$ cat src/assert_macros.svh
// Assertion macros used by the top-level RTL file.
`ifndef ASSERT_MACROS_SVH
`define ASSERT_MACROS_SVH

// Antecedent implies consequent in the same cycle.
`define ASSERT_SAME(label, clk, rst_n, ante, cons, msg) \
	label: assert property (@(posedge clk) disable iff (!rst_n) (ante) |-> (cons)) \
		else $error(msg);

// Antecedent implies consequent in the next cycle.
`define ASSERT_NEXT(label, clk, rst_n, ante, cons, msg) \
	label: assert property (@(posedge clk) disable iff (!rst_n) (ante) |=> (cons)) \
		else $error(msg);

`endif

$ cat src/hltp_pkg.sv
// Types, constants and helper functions of the hidden-line trace plotter.
`timescale 1ns / 1ps
package hltp_pkg;
	localparam logic signed [15:0] TEN_Q = 16'sd10240;
	localparam logic signed [15:0] NEG_TEN_Q = -16'sd10240;
	localparam int ZW = 16;

	localparam logic [2:0] REG_SIDE_SELECT  = 3'd0;
	localparam logic [2:0] REG_TRACE_LENGTH = 3'd1;
	localparam logic [2:0] REG_MASK_STEP    = 3'd2;
	localparam logic [2:0] REG_X_STEP       = 3'd3;
	localparam logic [2:0] REG_X_ORIGIN     = 3'd4;

	typedef enum logic [3:0] {
		ST_CLEAR, ST_IDLE, ST_DISPATCH, ST_SHIFT, ST_SHIFT_END, ST_EMIT_S,
		ST_RD_P, ST_RD_C, ST_EVAL, ST_SETUP, ST_DIV, ST_MUL,
		ST_EMIT_A, ST_EMIT_B, ST_EMIT_C
	} state_t;

	typedef enum logic [2:0] {
		SEG_VIS, SEG_HID, SEG_IN, SEG_OUT, SEG_NONE
	} seg_t;

	typedef enum logic [1:0] {
		SRC_START, SRC_CROSS, SRC_POINT, SRC_END
	} src_t;

	typedef struct packed {
		logic in_take;
		logic clr_start;
		logic clr_step;
		logic shift_start;
		logic shift_step;
		logic shift_end;
		logic rd_prev;
		logic rd_cur;
		logic eval;
		logic setup;
		logic div_step;
		logic mul;
		logic emit;
		src_t emit_src;
		logic emit_draw;
		logic emit_last;
	} hltp_cmd_t;

	typedef struct packed {
		logic in_clear;
		logic idx_zero;
		logic sweep_done;
		logic shift_done;
		seg_t seg;
		logic div_skip;
		logic div_done;
		logic out_free;
		logic last_seg;
	} hltp_stat_t;

	function automatic logic signed [15:0] sat16(input logic signed [19:0] v);
		if (v > 20'sd32767) begin
			return 16'sd32767;
		end else if (v < -20'sd32768) begin
			return -16'sd32768;
		end
		return v[15:0];
	endfunction
endpackage

$ cat src/hltp_ctrl.sv
// Controller state machine of the hidden-line trace plotter.
`timescale 1ns / 1ps
module hltp_ctrl import hltp_pkg::*; (
	input  logic       clk,
	input  logic       arst_n,
	input  logic       in_valid,
	output logic       in_ready,
	input  hltp_stat_t stat,
	output hltp_cmd_t  cmd_o
);
	state_t state_q, state_d;

	always_ff @(posedge clk or negedge arst_n) begin
		if (!arst_n) begin
			state_q <= ST_CLEAR;
		end else begin
			state_q <= state_d;
		end
	end

	always_comb begin
		state_d  = state_q;
		cmd_o    = '0;
		in_ready = 1'b0;
		unique case (state_q)
			ST_CLEAR: begin
				cmd_o.clr_step = 1'b1;
				if (stat.sweep_done) begin
					state_d = ST_IDLE;
				end
			end
			ST_IDLE: begin
				in_ready = 1'b1;
				if (in_valid) begin
					cmd_o.in_take = 1'b1;
					state_d = ST_DISPATCH;
				end
			end
			ST_DISPATCH: begin
				if (stat.in_clear) begin
					cmd_o.clr_start = 1'b1;
					state_d = ST_CLEAR;
				end else if (stat.idx_zero) begin
					cmd_o.shift_start = 1'b1;
					state_d = ST_SHIFT;
				end else begin
					state_d = ST_RD_P;
				end
			end
			ST_SHIFT: begin
				if (stat.shift_done) begin
					state_d = ST_SHIFT_END;
				end else begin
					cmd_o.shift_step = 1'b1;
				end
			end
			ST_SHIFT_END: begin
				cmd_o.shift_end = 1'b1;
				state_d = ST_EMIT_S;
			end
			ST_EMIT_S: begin
				if (stat.out_free) begin
					cmd_o.emit = 1'b1;
					cmd_o.emit_src = SRC_START;
					cmd_o.emit_last = 1'b1;
					state_d = ST_IDLE;
				end
			end
			ST_RD_P: begin
				cmd_o.rd_prev = 1'b1;
				state_d = ST_RD_C;
			end
			ST_RD_C: begin
				cmd_o.rd_cur = 1'b1;
				state_d = ST_EVAL;
			end
			ST_EVAL: begin
				cmd_o.eval = 1'b1;
				state_d = ST_SETUP;
			end
			ST_SETUP: begin
				if (stat.seg == SEG_IN || stat.seg == SEG_OUT) begin
					cmd_o.setup = 1'b1;
					state_d = ST_DIV;
				end else begin
					state_d = ST_EMIT_B;
				end
			end
			ST_DIV: begin
				if (stat.div_skip) begin
					state_d = ST_MUL;
				end else begin
					cmd_o.div_step = 1'b1;
					if (stat.div_done) begin
						state_d = ST_MUL;
					end
				end
			end
			ST_MUL: begin
				cmd_o.mul = 1'b1;
				state_d = ST_EMIT_A;
			end
			ST_EMIT_A: begin
				if (stat.out_free) begin
					cmd_o.emit = 1'b1;
					cmd_o.emit_src = SRC_CROSS;
					cmd_o.emit_draw = (stat.seg == SEG_IN);
					state_d = ST_EMIT_B;
				end
			end
			ST_EMIT_B: begin
				if (stat.out_free) begin
					cmd_o.emit = 1'b1;
					cmd_o.emit_src = SRC_POINT;
					cmd_o.emit_draw = (stat.seg == SEG_VIS || stat.seg == SEG_OUT);
					cmd_o.emit_last = !stat.last_seg;
					state_d = stat.last_seg ? ST_EMIT_C : ST_IDLE;
				end
			end
			ST_EMIT_C: begin
				if (stat.out_free) begin
					cmd_o.emit = 1'b1;
					cmd_o.emit_src = SRC_END;
					cmd_o.emit_last = 1'b1;
					state_d = ST_IDLE;
				end
			end
			default: begin
				state_d = ST_CLEAR;
			end
		endcase
	end
endmodule

$ cat config.mk
export PLATFORM = sky130hd
export DESIGN_NAME = hltp_ctrl
export DESIGN_NICKNAME = d
export VERILOG_FILES = /design/src/assert_macros.svh /design/src/hltp_pkg.sv /design/src/hltp_ctrl.sv
export SDC_FILE = /design/constraint.sdc
export NUM_CORES = 1
export LEC_CHECK = 0
export ABC_AREA = 1
export BUFFER_PORTS_ARGS = -buffer_cell sky130_fd_sc_hd__buf_4
export CORE_UTILIZATION = 47
export CTS_BUF_LIST = sky130_fd_sc_hd__clkbuf_8
export CTS_CLUSTER_SIZE = 12
export DETAILED_ROUTE_END_ITERATION = 10
export GPL_TIMING_DRIVEN = 0
export PLACE_DENSITY = 0.9
export SLEW_MARGIN = 20
export SYNTH_ARGS = -nofsm -noshare
export SYNTH_HDL_FRONTEND = slang
export SYNTH_SLANG_ARGS = --single-unit
$ cat constraint.sdc
create_clock -name clk -period 1.68 [get_ports clk]
set_clock_uncertainty 0.15 [all_clocks]
set_input_delay 0.336 -clock clk [delete_from_list [all_inputs] [get_ports clk]]
set_output_delay 0.336 -clock clk [all_outputs]
set_load 0.01 [all_outputs]
==> metrics.yaml, run 1 <==
ys_types: 16
rows: 13
die_w_um: 39.14
worst-ep-kind: "primary output"
clockBufferDepth: 2
cts_sinks: 4
start_util_pct: 50.44
place_congestion: 0.9678
status: "did not finish"
avgSynthCellArea_um2: 5.269
cts_made_buffers: 3
h-tree-depth: 1
grt_max_degree: 9
seq_area_frac_synth_pct: 15.44
error_line: "[ERROR DPL-0038] Utilization greater than 100%, impossible to legalize"
root_buffer: "clkbuf_8"
pin_count: 32
hpwl_um: 1553
lastStage: "5_1_grt"
port_buffers: 31
dp_cells: 169
synth_area_um2: 648.1
yosysWarnings: 0
crit_endpoint: "cmd_o[15]"
die_y_um: 39.14
synth.ff_latch_count: 4
synth_nets: 137
post-place-ws_ns: -0.1512
synth_cells: 123
-- cells in the mapped netlist (all sizes together) --
cell type	count	area, um2
a21oi	4	20.02
dfrtp	4	100.1
inv	21	78.83
nand2	43	176.4
nand3	14	90.09
nand3b	3	22.52
nor2	28	125.1
nor3	3	15.01
nor3b	1	7.510
o21ai	1	5.000
o31ai	1	7.510
-- cell families after synthesis --
family,count (synthesis),synth area share (%)
buf+inv,21,12.16
flops,4,15.44
compound gates,6,5.019
simple gates,92,67.37
-- what timing repair did --
item	4_1_cts
endpoints found under the hold margin	4
hold buffers	1
resized for setup	26
setup buffers	22
pin swaps	9
setup endpoints to repair	18
-- through the flow --
stage / util (%) / TNS (ns) / cell area [um2]
CTS: 93.38 / -1.747 / 1200
detailed placement: 70.01 / -0.4322 / 899.6
global placement: 70.01 / -0.2718 / 899.6
floorplan: - / 0 / 648.1
==> run 2, diff against run 1 <==
--- a/config.mk
+++ b/config.mk
@@ -7,12 +7,11 @@
 export LEC_CHECK = 0
 export ABC_AREA = 1
 export BUFFER_PORTS_ARGS = -buffer_cell sky130_fd_sc_hd__buf_4
-export CORE_UTILIZATION = 47
-export CTS_BUF_LIST = sky130_fd_sc_hd__clkbuf_8
-export CTS_CLUSTER_SIZE = 12
+export CORE_AREA = 2 2 63 65
 export DETAILED_ROUTE_END_ITERATION = 10
+export DIE_AREA = 0 0 65 67
 export GPL_TIMING_DRIVEN = 0
-export PLACE_DENSITY = 0.9
+export PLACE_DENSITY_LB_ADDON = 0.15
 export SLEW_MARGIN = 20
 export SYNTH_ARGS = -nofsm -noshare
 export SYNTH_HDL_FRONTEND = slang
==> metrics.yaml, run 2 <==
status: "complete, but fails checks"
violations: "setup timing"
hpwl_um: 1838
crit_path_max_incr_delay_ns: 0.47
p_per_area_nw_per_um2: 1338
die_y_um: 67
final_core_util_pct: 34.14
synth_area_um2: 648.1
cts_sinks: 4
areaGrowthSynthToFinish_pct: 89.96
largest_reg_flops: 4
grt_setup_unrepaired: "true"
grt_first_pass_wirelength_um: 4167
h-tree-depth: 1
insertion_delay_ns: 0.21
top_register: "state_q"
hp-class: "in2async"
critPathArrivalTime_ns: 1.36
start_util_pct: 17.97
dieArea_um2: 4355
core_area_um2: 3606
synth-async-reset-ratio_pct: 100.0
post-synth-top-count-cell: "nand2_1"
report.final.hold_viol_count: 0
remaining_drc_errors: 0
fin_nets: 188
cts_tree: "built"
setup_tns_ns: -1.417
synth_nets: 137
holdWs_ns: 0.3072
synth.ff_latch_count: 4
worst_r2r_endpoint: "state_q[3]$_DFFE_PN0P_"
post-place-ws_ns: -0.1640
avgSynthCellArea_um2: 5.269
synth_flop_cell: "dfrtp_1"
synth_area_leaders: "nand2_1 21%, dfrtp_1 15%, nor2_1 14%, inv_1 9.3%, nand3_1 7.7%"
period_needed_ns: 1.842
totalWireLength_um: 2481
required_ns: 1.19
clockBufferDepth: 2
clk_pin_slew_worst_paths_ns: 0.03
setup-violations-final: 13
critPathLaunchType: "flop"
worst_setup_path_end_kind: "output pin"
grt_max_degree: 9
p_leak_nw: 0.6947
cts_made_buffers: 3
yosysWarnings: 0
drive_gt1_share_pct: 54.65
root_buffer: "clkbuf_8"
reg2reg_depth: 10
synth_edf_count: 0
antenna_found_initial: 0
seq_area_frac_synth_pct: 15.44
grt_use_met1_pct: 13.81
cp_max_fo: 6
finalCritPeriodShare_pct: 109.7
vdd_drop_max_mv: 0.2387
use_met3_pct: 1.689
wl_per_cell_um: 11.28
n_antenna_cell: 0
met2_usage_pct: 23.20
overflow: 0
r2r_start: "state_q[2]$_DFFE_PN0P_"
r2r_setup_slack_ns: 0.02
top_regs: "state_q (4)"
rows: 22
dr.pass1.iters: 4
max_freq_ghz: 0.5428
pin_count: 32
crit_type: "reg2out"
synth_cells: 123
ys_types: 16
crit_top_cell: "nand2_2"
cp-startpoint: "state_q[3]$_DFFE_PN0P_"
worst_pin_slew_ns: 0.2830
avgViaCountPerCell: 4.259
synth_common_cells: "37 x nand2_1, 24 x nor2_1, 16 x inv_1"
critPathSlowestCell: "dfrtp_2"
final_common_cell: "buf_4"
grt-busiest-layer: "met2"
antenna_violating_nets_post_route: 0
final_cell_mix: "41 x buf_4, 32 x nand2_1, 14 x inv_1, 11 x nor2_1, 10 x nand3_1"
track_usage_pct: 12.07
synth_top_area_share_pct: 21.43
die_w_um: 65
drv_cap: 0
drv_slew: 0
drt_iter0_drc: 12
slew_headroom_pct: 81.11
grt_pass1_vias: 971
yosysTopAreaCell: "nand2_1"
finalWorstSetupSlack_ns: -0.1624
place_congestion: 0.8165
port_buffers: 31
crit_chain: "nor2_2, nand2_2, nand3_2, nand2_2, nor3_2, buf_4"
vias: 937
run 2: cell counts after synthesis:
Identical to the previous run, type by type.
run 2: repair_timing:
item,CTS,global route
hold buffers,1,0
resized for setup,29,11
pin swaps,8,2
setup buffers,12,2
setup endpoints to repair,18,21
endpoints found under the hold margin,4,0
run 2: cell type report:
| type | instances | area [um2] |
|---|---|---|
| multi-input combinational | 98 | 569.3 |
| timing repair buffer | 46 | 371.6 |
| tap | 48 | 60.06 |
| inverter | 21 | 83.83 |
| clock buffer | 3 | 41.29 |
| sequential | 4 | 105.1 |
| fill | 411 | 2375 |
run 2: critical path: cells and delay by family (launching register included):
| family | cells | cell delay (ns) |
|---|---|---|
| buffers and inverters | 1 | 0.14 |
| DFF | 1 | 0.47 |
| and+or+nand+nor | 5 | 0.52 |
run 2: worst max-delay path by stage:
stage	cells past startpoint	to
final	6	cmd_o[2]
after global routing	7	cmd_o[2]
after CTS	7	cmd_o[2]
after detailed placement	7	cmd_o[2]
after global placement	7	cmd_o[2]
after floorplan	6	cmd_o[2]
run 2: stage by stage:
step / total power (W) / std cells / area, um2
after detailed placement: 0.001036 / 202 / 940.9
after floorplan: 0.0007514 / 123 / 648.1
after global routing: 0.001795 / 220 / 1231
after CTS: 0.001551 / 218 / 1182
after global placement: 0.001034 / 202 / 940.9
final: 0.001647 / 220 / 1231
run 2: cell families after synthesis:
family / synth area share [%]
DFF: 15.44
AOI/OAI and AO/OA: 5.019
and+or+nand+nor: 67.37
buffers and inverters: 12.16
run 2: layer usage:
metal	routed length, um	part of all wire [%]	vias up
met5	0	0	-
met4	32	1.3	0
met3	118	4.8	4
met2	1291	52	27
met1	1039	42	426
li1	-	-	480
run 2: power by group:
part | leakage, nW | switching [W] | total (W) | internal (W)
combinational | 0.627 | 0.000688 | 0.00123 | 0.000540
sequential | 0.0462 | 0.0000775 | 0.000221 | 0.000144
clock | 0.0216 | 0.0000450 | 0.000197 | 0.000152
No activity file was read; power rests on OpenSTA's default activity.
==> run 3, diff against run 2 <==
--- a/config.mk
+++ b/config.mk
@@ -11,7 +11,8 @@
 export DETAILED_ROUTE_END_ITERATION = 10
 export DIE_AREA = 0 0 65 67
 export GPL_TIMING_DRIVEN = 0
-export PLACE_DENSITY_LB_ADDON = 0.15
+export PLACE_DENSITY = 0.42
+export REMOVE_ABC_BUFFERS = 1
 export SLEW_MARGIN = 20
 export SYNTH_ARGS = -nofsm -noshare
 export SYNTH_HDL_FRONTEND = slang
==> constraint.sdc (replaced) <==
create_clock -name clk -period 1.68 [get_ports clk]
set_clock_uncertainty 0.15 [all_clocks]
set_input_delay 0 -clock clk [delete_from_list [all_inputs] [get_ports clk]]
set_output_delay 0 -clock clk [all_outputs]
set_load 0.01 [all_outputs]
==> metrics.yaml, run 3 (synthesis gave the netlist of run 2 again) <==
status: "finished clean"
grt-busiest-layer: "met2"
p_leak_nw: 0.6116
insertion_delay_ns: 0.21
rows: 22
cp_max_fo: 5
h-tree-depth: 1
period_needed_ns: 1.594
place_congestion: 0.7738
cts_made_buffers: 3
antenna_found_initial: 0
clockBufferDepth: 2
core_area_um2: 3606
grt_pass1_vias: 863
vdd_drop_max_mv: 0.2389
grt_setup_unrepaired: "true"
crit_chain: "inv_1, nor2_1, nand2_2, nand3_2, nand2_1, nor3_1, buf_4"
slew_headroom_pct: 80.52
port_buffers: 31
use_met3_pct: 0.8446
critPathLaunchType: "flop"
worst_pin_slew_ns: 0.2911
overflow: 0
track_usage_pct: 10.62
avgViaCountPerCell: 4.062
crit_type: "reg2out"
die_w_um: 65
design_area_um2: 1042
setup-violations-final: 0
cts_sinks: 4
max_freq_ghz: 0.6275
remaining_drc_errors: 0
p_per_area_nw_per_um2: 1260
required_ns: 1.53
areaGrowthSynthToFinish_pct: 60.81
grt_max_degree: 9
power_w: 0.001313
top_regs: "state_q (4)"
cts_tree: "built"
totalWireLength_um: 2226
grt_first_pass_wirelength_um: 3670
grt_use_met1_pct: 12.83
top_register: "state_q"
fillers: 421
die_y_um: 67
clk_pin_slew_worst_paths_ns: 0.03
drt_iter0_drc: 34
crit_path_max_incr_delay_ns: 0.43
met2_usage_pct: 20.23
finalCritPeriodShare_pct: 94.86
pin_count: 32
critPathArrivalTime_ns: 1.44
wl_per_cell_um: 10.60
n_antenna_cell: 0
worst_setup_path_end_kind: "output pin"
dr.pass1.iters: 4
vias: 853
holdWs_ns: 0.05837
drv_cap: 0
place_area_um2: 940.9
root_buffer: "clkbuf_8"
drv_slew: 0
hp-class: "in2reg"
largest_reg_flops: 4
critPathSlowestCell: "dfrtp_2"
start_util_pct: 17.97
final_cell_mix: "36 x nand2_1, 34 x buf_4, 22 x nor2_1, 16 x inv_1, 10 x nand3_1"
final_common_cell: "nand2_1"
antenna_violating_nets_post_route: 0
fin_nets: 178
hpwl_um: 1833
drive_gt1_share_pct: 38.89
dieArea_um2: 4355
report.final.hold_viol_count: 0
run 3: cell count changes in the layout (fill, tap and decap cells not counted), sizes merged:
cell         change
buf             -11
dlygate4sd3      +1
run 3: power by group:
| part | internal (W) | switching, W | total [W] |
|---|---|---|---|
| Clock | 0.000153 | 0.0000489 | 0.000202 |
| Combinational | 0.000352 | 0.000532 | 0.000884 |
| Sequential | 0.000144 | 0.0000838 | 0.000228 |
run 3: final cells by class:
cell class	instances	area (um2)	share of cell area [%]
Multi-Input combinational cell	98	481.7	46.22
Timing Repair Buffer	36	275.3	26.41
Sequential cell	4	105.1	10.08
Inverter	21	78.83	7.563
Tap cell	48	60.06	5.762
Clock buffer	3	41.29	3.962
run 3: worst paths after layout:
path / endpoint / cells past startpoint / slack (ns) / from
setup reg to reg: state_q[1]$_DFFE_PN0P_ / 8 / 0.11 / state_q[1]$_DFFE_PN0P_
max in group asynchronous: state_q[0]$_DFFE_PN0P_ / 3 / 0.64 / arst_n
hold reg to reg: state_q[0]$_DFFE_PN0P_ / 2 / 0.43 / state_q[0]$_DFFE_PN0P_
hold / removal: state_q[2]$_DFFE_PN0P_ / 4 / 0.06 / stat[1]
setup / recovery: cmd_o[2] / 7 / 0.09 / state_q[2]$_DFFE_PN0P_
min in group asynchronous: state_q[2]$_DFFE_PN0P_ / 3 / 0.55 / arst_n
run 3: per-stage QoR:
step                setup WS [ns]  utilization (%)   TNS, ns  cells
finish                    0.08638            28.90         0    210
detailed placement        0.09509            26.09         0    202
floorplan                  0.2506                -         0    123
global route             -0.02146            28.90  -0.02358    210
global placement           0.1125            26.09         0    202
CTS                       0.01102            27.86         0    207
run 3: timing repair:
| item | in CTS | in global routing |
|---|---|---|
| pin swaps | 0 | 1 |
| endpoints found under the hold margin | 4 | 0 |
| setup endpoints to repair | 2 | 9 |
| hold buffers | 2 | 0 |
| setup buffers | 0 | 3 |
| resized for setup | 2 | 6 |
run 3: layer usage:
layer | wire [um] | part of all wire [%]
met1 | 1047 | 47
met3 | 117 | 5.3
met2 | 1061 | 48
met5 | 0 | 0
met4 | 0 | 0
run 3: worst max-delay path: cells and delay by family (launching register included):
family	cells	cell delay, ns
DFF	1	0.43
buffers and inverters	2	0.22
and+or+nand+nor	5	0.58
==> run 4, diff against run 3 <==
==> constraint.sdc (replaced) <==
create_clock -name clk -period 1.9 [get_ports clk]
set_clock_uncertainty 0.15 [all_clocks]
set_input_delay 0 -clock clk [delete_from_list [all_inputs] [get_ports clk]]
set_output_delay 0 -clock clk [all_outputs]
set_load 0.01 [all_outputs]
==> metrics.yaml, run 4 (synthesis gave the netlist of run 2 again) <==
status: "finished clean"
post-cts-setup-buffers: 0
finalCritPeriodShare_pct: 90.78
hold_end: "state_q[2]$_DFFE_PN0P_"
start_util_pct: 17.97
dr.pass1.iters: 4
power_w: 0.001094
p_per_area_nw_per_um2: 1091
drv_slew: 0
top_register: "state_q"
grt_max_degree: 9
min_from: "stat[1]"
die_w_um: 65
drv_cap: 0
design_area_um2: 1002
n_antenna_cell: 0
reg2reg_depth: 8
areaGrowthSynthToFinish_pct: 54.63
report.final.hold_viol_count: 0
top_regs: "state_q (4)"
r2r_start: "state_q[3]$_DFFE_PN0P_"
crit_type: "reg2out"
setup-violations-final: 0
totalWireLength_um: 2193
critPathLaunchType: "flop"
setup_tns_ns: 0
antenna_violating_nets_post_route: 0
track_usage_pct: 10.62
largest_reg_flops: 4
fin_nets: 175
clk_pin_slew_worst_paths_ns: 0.03
wl_per_cell_um: 10.59
worst_setup_path_end_kind: "output pin"
hold_depth: 4
drt_iter0_drc: 25
hp-class: "in2reg"
cp_max_fo: 7
period_needed_ns: 1.725
cts_made_buffers: 3
critPathArrivalTime_ns: 1.57
grt_pass1_vias: 863
insertion_delay_ns: 0.22
place_congestion: 0.7738
final_cell_mix: "37 x nand2_1, 31 x buf_4, 24 x nor2_1, 16 x inv_1, 10 x nand3_1"
final_common_cell: "nand2_1"
cts_sinks: 4
grt_first_pass_wirelength_um: 3670
fillers: 413
root_buffer: "clkbuf_8"
remaining_drc_errors: 0
required_ns: 1.75
overflow: 0
p_leak_nw: 0.5995
port_buffers: 31
pin_count: 32
vias: 833
die_y_um: 67
post_cts_resized: 0
vdd_drop_max_mv: 0.1958
core_area_um2: 3606
grt_setup_unrepaired: "false"
cts_hold_buf: 2
worst_pin_slew_ns: 0.3670
drive_gt1_share_pct: 33.33
dieArea_um2: 4355
slew_headroom_pct: 75.50
clockBufferDepth: 2
h-tree-depth: 1
place_area_um2: 940.9
antenna_found_initial: 0
rows: 22
max_freq_ghz: 0.5797
cts_tree: "built"
hpwl_um: 1833
worst_r2r_endpoint: "state_q[3]$_DFFE_PN0P_"
avgViaCountPerCell: 4.024
r2r_setup_slack_ns: 0.32
==> run 4: area by class of cell <==
class,count,area (um2),area share (%)
multi-input combinational,98,469.2,46.82
timing repair buffer,33,252.7,25.22
sequential,4,100.1,9.988
inverter,21,78.83,7.865
tap,48,60.06,5.993
clock buffer,3,41.29,4.120
==> run 4: metal layers <==
metal	global-route usage, %	vias up	routed length, um
met5	0	-	0
met4	2.394	0	0
met3	0.8446	0	121
met2	20.23	24	1011
met1	12.83	358	1059
li1	-	451	-
==> run 4: worst max-delay path: stages, from the launching register on <==
cell,delay [ns]
dfrtp_1,0.53
inv_2,0.12
nor2_4,0.19
nand2_2,0.10
nand3_2,0.08
nand2_1,0.06
nor3_1,0.13
buf_4,0.15
==> run 4: how the worst max path moves through the flow <==
| stage | startpoint | end | slack, ns | cells after the start |
|---|---|---|---|---|
| finish | state_q[0]$_DFFE_PN0P_ | cmd_o[2] | 0.18 | 7 |
| global route | state_q[1]$_DFFE_PN0P_ | cmd_o[2] | 0.05 | 7 |
| CTS | state_q[0]$_DFFE_PN0P_ | cmd_o[2] | 0.15 | 7 |
| detailed placement | state_q[3]$_DFFE_PN0P_ | state_q[3]$_DFFE_PN0P_ | 0.32 | 8 |
| global placement | state_q[3]$_DFFE_PN0P_ | state_q[0]$_DFFE_PN0P_ | 0.33 | 8 |
| floorplan | state_q[3]$_DFFE_PN0P_ | state_q[1]$_DFFE_PN0P_ | 0.47 | 7 |
==> run 4: where the power goes <==
part	internal [W]	switching, W
logic	0.000268	0.000449
clock network	0.000135	0.0000454
registers	0.000120	0.0000756
==> run 4: per-stage QoR <==
step                worst slack (ns)  hold slack (ns)  util [%]  cells
CTS                           0.1516          0.06966     27.79    207
finish                        0.1751          0.06084     27.79    207
floorplan                     0.4706          -0.4456         -    123
global route                 0.05003           0.1148     27.79    207
detailed placement            0.3151          -0.3535     26.09    202
global placement              0.3325          -0.3547     26.09    202
